===== src/hw/rtl/zbr_pkg.sv =====
// ----------------------------------------------------------------------------
// zbr_pkg - shared constants and types
// Screen geometry, fixed-point widths, command codes and the request and
// response structs between the sequencer, the divider and the pixel memory.
// ----------------------------------------------------------------------------
package zbr_pkg;

    localparam int SCREEN_W = 200;
    localparam int SCREEN_H = 50;
    localparam int NPIX     = SCREEN_W * SCREEN_H;
    localparam int ADDR_W   = $clog2(NPIX);
    localparam int X_W      = $clog2(SCREEN_W);
    localparam int Y_W      = $clog2(SCREEN_H);

    // fixed-point widths
    localparam int DEN_W  = 35;   // |area term|
    localparam int NUM_W  = 53;   // offset numerator of a weight division
    localparam int Q_W    = 17;   // offset weight quotient
    localparam int WT_W   = 18;   // signed weight, covered range
    localparam int Z_W    = 24;   // depth
    localparam int CH_W   = 8;    // character
    localparam int CNT_W  = 14;   // written count
    localparam int WORD_W = Z_W + CH_W;

    localparam logic signed [Z_W-1:0] DEPTH_FAR  = 24'sh7FFFFF;
    localparam logic signed [Z_W-1:0] DEPTH_NEAR = -24'sh800000;
    localparam logic [CH_W-1:0]       CHAR_SPACE = 8'd32;
    localparam logic [CNT_W-1:0]      COUNT_MAX  = 14'h3FFF;
    localparam logic signed [WT_W-1:0] TOL_Q16   = -18'sd6;
    localparam logic signed [WT_W-1:0] ONE_Q16   = 18'sd65536;

    // commands
    localparam logic [1:0] FUNC_CLEAR = 2'd0;
    localparam logic [1:0] FUNC_DRAW  = 2'd1;
    localparam logic [1:0] FUNC_READ  = 2'd2;

    // configuration register indexes
    localparam int CFG_IDX_W = 1;
    localparam logic [CFG_IDX_W-1:0] REG_EDGE_THRESHOLD = 1'd0;
    localparam logic [CFG_IDX_W-1:0] REG_EDGE_CHAR      = 1'd1;

    typedef struct packed {
        logic             start;
        logic [DEN_W-1:0] den;
        logic [NUM_W-1:0] num_v;
        logic [NUM_W-1:0] num_w;
    } t_div_req;

    typedef struct packed {
        logic           done;
        logic [Q_W-1:0] q_v;
        logic [Q_W-1:0] q_w;
    } t_div_rsp;

    typedef struct packed {
        logic              we;
        logic              re;
        logic [ADDR_W-1:0] addr;
        logic [WORD_W-1:0] wdata;
    } t_mem_req;

endpackage


===== src/hw/rtl/zbr_div.sv =====
// ----------------------------------------------------------------------------
// zbr_div - dual restoring divider
// Divides two non-negative numerators by one shared denominator, one quotient
// bit per cycle for both, giving a Q_W-bit quotient for each.
// ----------------------------------------------------------------------------
module zbr_div
    import zbr_pkg::*;
(
    input  logic     i_clk,
    input  logic     i_rst_n,
    input  t_div_req i_req,
    output t_div_rsp o_rsp
);

    localparam int CNT_BITS = $clog2(Q_W);

    logic                r_busy;
    logic                r_done;
    logic [CNT_BITS-1:0] r_cnt;
    logic [NUM_W-1:0]    r_rem_v;
    logic [NUM_W-1:0]    r_rem_w;
    logic [NUM_W-1:0]    r_dsh;
    logic [Q_W-1:0]      r_q_v;
    logic [Q_W-1:0]      r_q_w;

    logic ge_v;
    logic ge_w;

    assign ge_v = r_rem_v >= r_dsh;
    assign ge_w = r_rem_w >= r_dsh;

    always_ff @(posedge i_clk) begin
        if (!i_rst_n) begin
            r_busy <= 1'b0;
            r_done <= 1'b0;
            r_cnt  <= '0;
        end else begin
            r_done <= 1'b0;
            if (i_req.start) begin
                r_busy <= 1'b1;
                r_cnt  <= CNT_BITS'(Q_W - 1);
            end else if (r_busy) begin
                r_cnt <= r_cnt - 1'b1;
                if (r_cnt == '0) begin
                    r_busy <= 1'b0;
                    r_done <= 1'b1;
                end
            end
        end
    end

    always_ff @(posedge i_clk) begin
        if (i_req.start) begin
            r_rem_v <= i_req.num_v;
            r_rem_w <= i_req.num_w;
            r_dsh   <= NUM_W'(i_req.den) << (Q_W - 1);
            r_q_v   <= '0;
            r_q_w   <= '0;
        end else if (r_busy) begin
            if (ge_v) begin
                r_rem_v <= r_rem_v - r_dsh;
            end
            if (ge_w) begin
                r_rem_w <= r_rem_w - r_dsh;
            end
            r_q_v <= {r_q_v[Q_W-2:0], ge_v};
            r_q_w <= {r_q_w[Q_W-2:0], ge_w};
            r_dsh <= r_dsh >> 1;
        end
    end

    assign o_rsp.done = r_done;
    assign o_rsp.q_v  = r_q_v;
    assign o_rsp.q_w  = r_q_w;

endmodule


===== config.mk =====
export PLATFORM = sky130hd
export DESIGN_NAME = zbr_div
export DESIGN_NICKNAME = d
export VERILOG_FILES = /design/src/hw/rtl/zbr_pkg.sv /design/src/hw/rtl/zbr_div.sv
export SDC_FILE = /design/constraint.sdc
export NUM_CORES = 1
export LEC_CHECK = 0
export BUFFER_PORTS_ARGS = -buffer_cell sky130_fd_sc_hd__buf_2
export CAP_MARGIN = 20
export CORE_ASPECT_RATIO = 1.4
export CORE_MARGIN = 2
export CORE_UTILIZATION = 40
export DETAILED_ROUTE_END_ITERATION = 8
export GPL_TIMING_DRIVEN = 1
export HOLD_SLACK_MARGIN = 0.06
export SYNTH_ARGS = -nofsm -noshare
export SYNTH_HDL_FRONTEND = slang
export SYNTH_SLANG_ARGS = --single-unit

===== constraint.sdc =====
create_clock -name i_clk -period 6.9 [get_ports i_clk]
set_input_delay 0.345 -clock i_clk [delete_from_list [all_inputs] [get_ports i_clk]]
set_output_delay 0.345 -clock i_clk [all_outputs]
set_load 0.02 [all_outputs]

== Word-level counts from Yosys, hierarchy flattened ==
Cells that the tools add are included.

* Input port bits: 144
* Flip-flop bits (word level): 198
* Word-level logic and storage cells: 39
* Output and inout bits: 35

* $lt $le $gt $ge: 2
* Multiplexer cells: 14
* $add $sub $neg: 3
* Reduce and logical (&&, ||, !) cells: 8
* Bitwise logic cells: 2

{| class="wikitable"
|+ Operator list
! operator !! count
|-
| $mux W53 || 6
|-
| $ge A53 B51 Y1 || 2
|-
| $sub A53 B51 Y53 || 2
|-
| $mux W51 || 2
|-
| $mux W5 || 2
|-
| $reduce_bool A2 Y1 || 3
|-
| $logic_not A5 Y1 || 1
|-
| $sub A5 B1 Y5 const B || 1
|-
| $mux W1 || 4
|-
| $reduce_and A2 Y1 || 2
|-
| $reduce_or A3 Y1 || 1
|-
| $not A1 Y1 || 2
|-
| $reduce_or A2 Y1 || 1
|}

== Depth between registers and ports, before layout ==
Gate-level depths: netlist of the first run.

* Word-level depth: 4
* Depth in mapped cells: 12
* Depth with buffers taken out: 12

== Least setup slack after synthesis of the first run ==
Ideal clock, no wire load.

* Kind: flip-flop to flip-flop
* From: register r_dsh[14]
* To: register r_rem_v[0], enable pin
* Path buffers: 1
* Setup time: 0.495 ns
* Clock period less this slack: 5.604 ns
* Arrival: 5.109 ns
* Stages on the path, launching flop included: 13
* Required time: 6.405 ns
* Setup slack: 1.296 ns
* Path through: dfxtp_1 inv_1 ha_1 clkbuf_1 nand2_1 nor2_1 a211oi_1 a32oi_1 and3_1 o21ai_2 a2111oi_4 o21ai_1 a31oi_1

* Longest elaborated chain between the ends: 3

{| class="wikitable"
|+ RTL lines
! what !! RTL line !! text
|-
| from (decl) || zbr_div.sv:22 || <nowiki>logic [NUM_W-1:0] r_dsh;</nowiki>
|-
| from (signal assigned) || zbr_div.sv:56 || <nowiki>r_dsh <= NUM_W'(i_req.den) << (Q_W - 1);</nowiki>
|-
| from (signal assigned) || zbr_div.sv:68 || <nowiki>r_dsh <= r_dsh >> 1;</nowiki>
|-
| $ge A53 B51 Y1 || zbr_div.sv:29 || <nowiki>assign ge_v = r_rem_v >= r_dsh;</nowiki>
|-
| $reduce_bool A2 Y1 (no line) || n/a ||
|-
| $reduce_and A2 Y1 (no line) || n/a ||
|-
| to (signal assigned) || zbr_div.sv:54 || <nowiki>r_rem_v <= i_req.num_v;</nowiki>
|-
| to (signal assigned) || zbr_div.sv:61 || <nowiki>r_rem_v <= r_rem_v - r_dsh;</nowiki>
|-
| to (decl) || zbr_div.sv:20 || <nowiki>logic [NUM_W-1:0] r_rem_v;</nowiki>
|}

Every way passes these cells.
A chain may end at the register's enable or synchronous reset.

== Final worst setup path of the first run ==
* From: register r_dsh[3]
* To: register r_rem_v[11], enable pin

The elaborated chain is that of the path after synthesis.

==> results of run 1 <==
## logic make-up after synthesis
| family | Yosys count | share of synthesized area, % |
|---|---|---|
| AOI/OAI and AO/OA | 512 | 23.5 |
| and+or+nand+nor | 499 | 16.2 |
| DFF | 198 | 37.7 |
| buffers and inverters | 165 | 4.45 |
| adders and majority gates | 106 | 9.41 |
| xor gates and xnor gates | 78 | 4.79 |
| muxes | 55 | 3.95 |
## metrics by stage
step | hold slack [ns] | total power [mW] | cells | setup WS, ns | utilization [%]
after floorplan | 0.469 | 3.67 | 1613 | 1.30 | -
after global placement | 0.471 | 4.28 | 2174 | 2.83 | 44.2
after detailed placement | 0.486 | 4.30 | 2174 | 2.75 | 44.2
after CTS | 0.0966 | 5.38 | 2206 | 2.74 | 45.9
after global routing | 0.134 | 5.75 | 2206 | 2.49 | 45.9
final | 0.114 | 5.37 | 2206 | 2.75 | 45.9
## final timing paths
| path | cells past startpoint | slack [ns] | start | to |
|---|---|---|---|---|
| max | 12 | 2.75 | r_dsh[3]$_SDFFE_PP0P_ | r_rem_v[11]$_DFFE_PP_ |
| max reg2reg | 12 | 2.75 | r_dsh[3]$_SDFFE_PP0P_ | r_rem_v[11]$_DFFE_PP_ |
| min reg2reg | 2 | 0.50 | r_q_w[16]$_SDFFE_PP0P_ | r_q_w[16]$_SDFFE_PP0P_ |
| min | 2 | 0.11 | i_rst_n | r_busy$_SDFF_PN0_ |
## cell usage after synthesis (7+ instances only)
library cell  count  area, sq um
o21ai_1          31          155
nand3_1          36          180
a31oi_1          18          113
mux2i_1          51          510
a21oi_1         126          631
inv_1            84          315
a221o_1           8         80.1
nor3_1           28          140
dfxtp_1          57         1140
nand2_1         193          724
a21o_1           59          443
buf_1            16         60.1
and2_1           13         81.3
a22o_1           29          254
ha_1            104         1300
o21a_1           17          128
nand4_1          25          156
xnor2_1          46          403
edfxtp_1        141         4230
nor2_1          126          473
o21ai_0         108          541
nor2b_1          17          106
and3_1           18          113
o31ai_1          16          120
o21bai_1         21          158
o211ai_1         12         90.1
nor4_1            7         43.8
clkbuf_1         59          221
xor2_1           32          280
## per-layer routing
metal / part of all wire [%] / routed length, um
met1: 42 / 17800
met2: 49 / 20500
met3: 5.0 / 2090
met4: 3.6 / 1520
met5: 0 / 0
## worst max-delay path: stages (launching register included)
cell       delay (ns)
dfxtp_1          0.37
inv_1            0.07
ha_1             0.36
nand3_1          0.19
o21bai_1         0.23
a21oi_1          0.28
nand4bb_1        0.23
and3_1           0.22
o21ai_2          0.13
a2111oi_4        0.43
o21ai_1          0.20
a31oi_4          0.37
buf_4            0.62
## registers in the layout, indices dropped and copies added, names as in the netlist
register / cells
r_done: 1
r_q_v: 17
r_busy: 1
r_cnt: 5
r_dsh: 51
r_q_w: 17
r_rem_w: 53
r_rem_v: 53
## report_power, final
| group | switching [mW] | internal (mW) |
|---|---|---|
| Combinational | 1.59 | 1.05 |
| Sequential | 0.109 | 1.57 |
| Clock | 0.560 | 0.497 |
| Total | 2.26 | 3.11 |
## layout make-up
| type | instances | area, sq um | area share [%] |
|---|---|---|---|
| tap | 456 | 571 | 3.54 |
| timing repair buffer | 185 | 952 | 5.92 |
| inverter | 85 | 319 | 1.98 |
| sequential | 198 | 5380 | 33.4 |
| multi-input combinational | 1250 | 8270 | 51.4 |
| clock buffer | 17 | 425 | 2.64 |
| clock inverter | 15 | 180 | 1.12 |
==> results.toml, run 1 <==
[place]
hpwl_mm = 32.1
gp_congestion = 0.941
io_buffers = 178
dpl_cell_area_sq_um = 15500

[cts]
root_buffer = "clkbuf_16"
cts_made_buffers = 17
post_cts_buffers = 0
clockBufferDepth = 2
cts_tree = "built"
clk_pin_slew_worst_paths_ns = 0.08
cts_resized = 0
postCtsHoldBufs = 0
clock_latency_ns = 0.48
cts.sinks = 198
cts_max_level = 4

[status]
outcome = "completed"

[logic_synthesis]
synth.distinct_cells = 84
syn_area_sq_um = 14300
syn_avg_cell_area_sq_um = 8.84
synth_fp_nets = 1863
seq_area_frac_synth_pct = 37.7
ys_warn_count = 0
syn-instance-count = 1613
synth_flop_cell = "edfxtp_1"
synth_seq_cells = 198
synth_edf_count = 141
synth_async_sr_flop_share_pct = 0

[global_routing]
grt_max_degree = 86
grt_pass1_wl_mm = 65.4
grt_overflow = 0
met3_usage_pct = 3.66
grt.met2_usage_pct = 39.5
first_global_vias = 12300
met1_usage_pct = 27.7
gr-max-usage-layer = "met2"
antenna_found_initial = 0
grt_usage_pct = 22.7

[sta]
period_share_pct = 60.1
tightest_slew_ns = 0.957
setup_viol = 0
timing.slew.headroom_pct = 36.2
fmax_mhz = 241
rsz0062_at_grt = "false"
skew_ns = 0.0117
slew_viol_final = 0
min_period_ns = 4.15
setup_tns_ns = 0
hold_viol_final = 0

[cells_and_area]
layout_commonest_cell = "nand2_1"
syn2layout_area_growth_pct = 12.9
n_fill_cell = 3585
diodes = 0
final_nets = 1987
design_area_sq_um = 16100
most-common-layout-cells = "nand2_1 (192), buf_2 (177), edfxtp_1 (141), a21oi_1 (126), nor2_1 (125)"
drive_gt1_share_pct = 13.9

[floorplan]
rows = 81
die_y_um = 227
start_util_pct = 40.6
io_pins = 179
coreArea_sq_um = 35100
die_w_um = 164
dieArea_sq_um = 37200

[pwr]
max-vdd-ir-drop_mv = 0.170
p_leak_nw = 6.76
power.density_nw_per_um2 = 334

[detailed_routing]
drt_wl_total_mm = 41.9
routed_via_density = 5.70
ant_nets = 0
vias = 12600
drt_first_pass_iters = 5
initialDrtViolationCount = 888
drc = 0
wl_per_cell_um = 19.0

[critical_path]
start_kind = "flip-flop"
cp.required_ns = 7.01
critPathKind = "flip-flop to flip-flop"
critPathCaptureType = "flip-flop"
arrival_ns = 4.26
path_max_fanout = 46

[hold_path]
min_path_type = "input pin to flip-flop"

[flow_run]
maxCapViolations = 0
(Power assumes the default switching activity.)
==> run 2, diff against run 1 <==
==> constraint.sdc (replaced) <==
create_clock -name i_clk -period 4.1 [get_ports i_clk]
set_input_delay 0.205 -clock i_clk [delete_from_list [all_inputs] [get_ports i_clk]]
set_output_delay 0.205 -clock i_clk [all_outputs]
set_load 0.02 [all_outputs]
==> results.toml, run 2 (same netlist as run 1, synthesis figures left out) <==
[cts]
clock_latency_ns = 0.48
cts_resized = 0
clockBufferDepth = 2
postCtsHoldBufs = 107
cts_made_buffers = 17
post_cts_buffers = 0
cts.sinks = 198
clk_pin_slew_worst_paths_ns = 0.09
cts_max_level = 4
root_buffer = "clkbuf_16"
cts_tree = "built"

[pwr]
clock_power_share_pct = 20.1
internal_power_mw = 5.38
p_leak_nw = 7.29
p_comb_share_pct = 49.9
p_seq_share_pct = 30.0
max-vdd-ir-drop_mv = 0.232
p_switching_mw = 3.97
power_mw = 9.35
switching_share_pct = 42.4
power.density_nw_per_um2 = 540

[floorplan]
rows = 81
io_pins = 179
coreArea_sq_um = 35100
start_util_pct = 40.6
die_y_um = 227
dieArea_sq_um = 37200
die_w_um = 164

[global_routing]
first_global_vias = 13000
grt_usage_pct = 24.5
antenna_found_initial = 0
grt_max_degree = 171
grt_pass1_wl_mm = 70.3
grt_overflow = 0

[sta]
setup_tns_ns = 0
setup_viol = 0
min_period_ns = 3.74
fmax_mhz = 268
slew_viol_final = 0
tightest_slew_ns = 1.00
hold_viol_final = 0
period_share_pct = 91.1
rsz0062_at_grt = "false"
timing.final.ws_setup_ns = 0.363
timing.slew.headroom_pct = 32.8
skew_ns = 0.0155

[cells_and_area]
final_nets = 2104
layout_top_registers = "r_rem_v x53, r_rem_w x53, r_dsh x51"
most-common-layout-cells = "nand2_1 (192), buf_2 (177), edfxtp_1 (141), a21oi_1 (126), nor2_1 (125)"
syn2layout_area_growth_pct = 21.5
drive_gt1_share_pct = 13.6
diodes = 0
layout_commonest_cell = "nand2_1"

[critical_path]
critPathCaptureType = "flip-flop"
path_max_fanout = 29
r2r_start = "r_dsh[16]$_DFFE_PP_"
critPathKind = "flip-flop to flip-flop"
cp.required_ns = 4.23
crit_start = "r_dsh[16]$_DFFE_PP_"
start_kind = "flip-flop"
arrival_ns = 3.86

[place]
io_buffers = 178
dp_worst_setup_slack_ns = 0.418
hpwl_mm = 34.4
gp_congestion = 0.920

[detailed_routing]
initialDrtViolationCount = 967
routed_via_density = 5.65
drt_wl_total_mm = 45.0
drt_first_pass_iters = 5
vias = 13100
ant_nets = 0
drc = 0
wl_per_cell_um = 19.4

[hold_path]
hold_start = "i_req[39]"
min_path_type = "input pin to flip-flop"

[status]
outcome = "completed"

[flow_run]
maxCapViolations = 0
[run 2: worst paths after layout]
kind | endpoint | slack, ns | depth (start not counted)
max | r_rem_w[44]$_DFFE_PP_ | 0.36 | 12
min | r_rem_w[39]$_DFFE_PP_ | 0.07 | 3
max reg2reg | r_rem_w[44]$_DFFE_PP_ | 0.36 | 12
min reg2reg | r_cnt[1]$_SDFFE_PP0P_ | 0.50 | 2
[run 2: critical path, stage by stage, from the launching register on]
cell	delay [ns]
edfxtp_1	0.38
inv_1	0.08
ha_1	0.45
nand4_1	0.26
nor3_2	0.34
o2111a_1	0.31
o31a_1	0.22
a311o_1	0.27
nand4_1	0.19
a21oi_1	0.22
o21ai_1	0.12
nand2_2	0.11
buf_4	0.41
[run 2: layer usage]
metal	share of wire, %	vias up	track usage, %
li1	-	6407	-
met1	42	6235	29.6
met2	49	385	42.4
met3	3.9	104	3.06
met4	5.4	0	13.4
met5	0	-	0
[run 2: metrics by stage]
stage               cell area [sq um]  util [%]  hold slack, ns  std cells
finish                          17300      49.4          0.0744       2323
global route                    17300      49.4          0.0817       2323
CTS                             17300      49.4          0.0613       2323
detailed placement              15600      44.5           0.464       2184
global placement                15600      44.5           0.447       2184
floorplan                       14300         -           0.333       1613
[run 2: cell type report]
class                      instances  area, sq um
tap                              456          571
multi-input combinational       1250         8260
fill                            3451        17700
clock inverter                    15          223
clock buffer                      17          425
timing repair buffer             302         2140
sequential                       198         5380
inverter                          85          319
[run 2: power groups by stage]
stage	logic [mW]	clock network (mW)	registers [mW]
6_report	4.66	1.88	2.81
5_1_grt	5.17	1.98	2.84
4_1_cts	4.63	1.93	2.81
3_5_place_dp	4.52	0	2.85
3_3_place_gp	4.50	0	2.84
2_1_floorplan	3.39	0	2.78
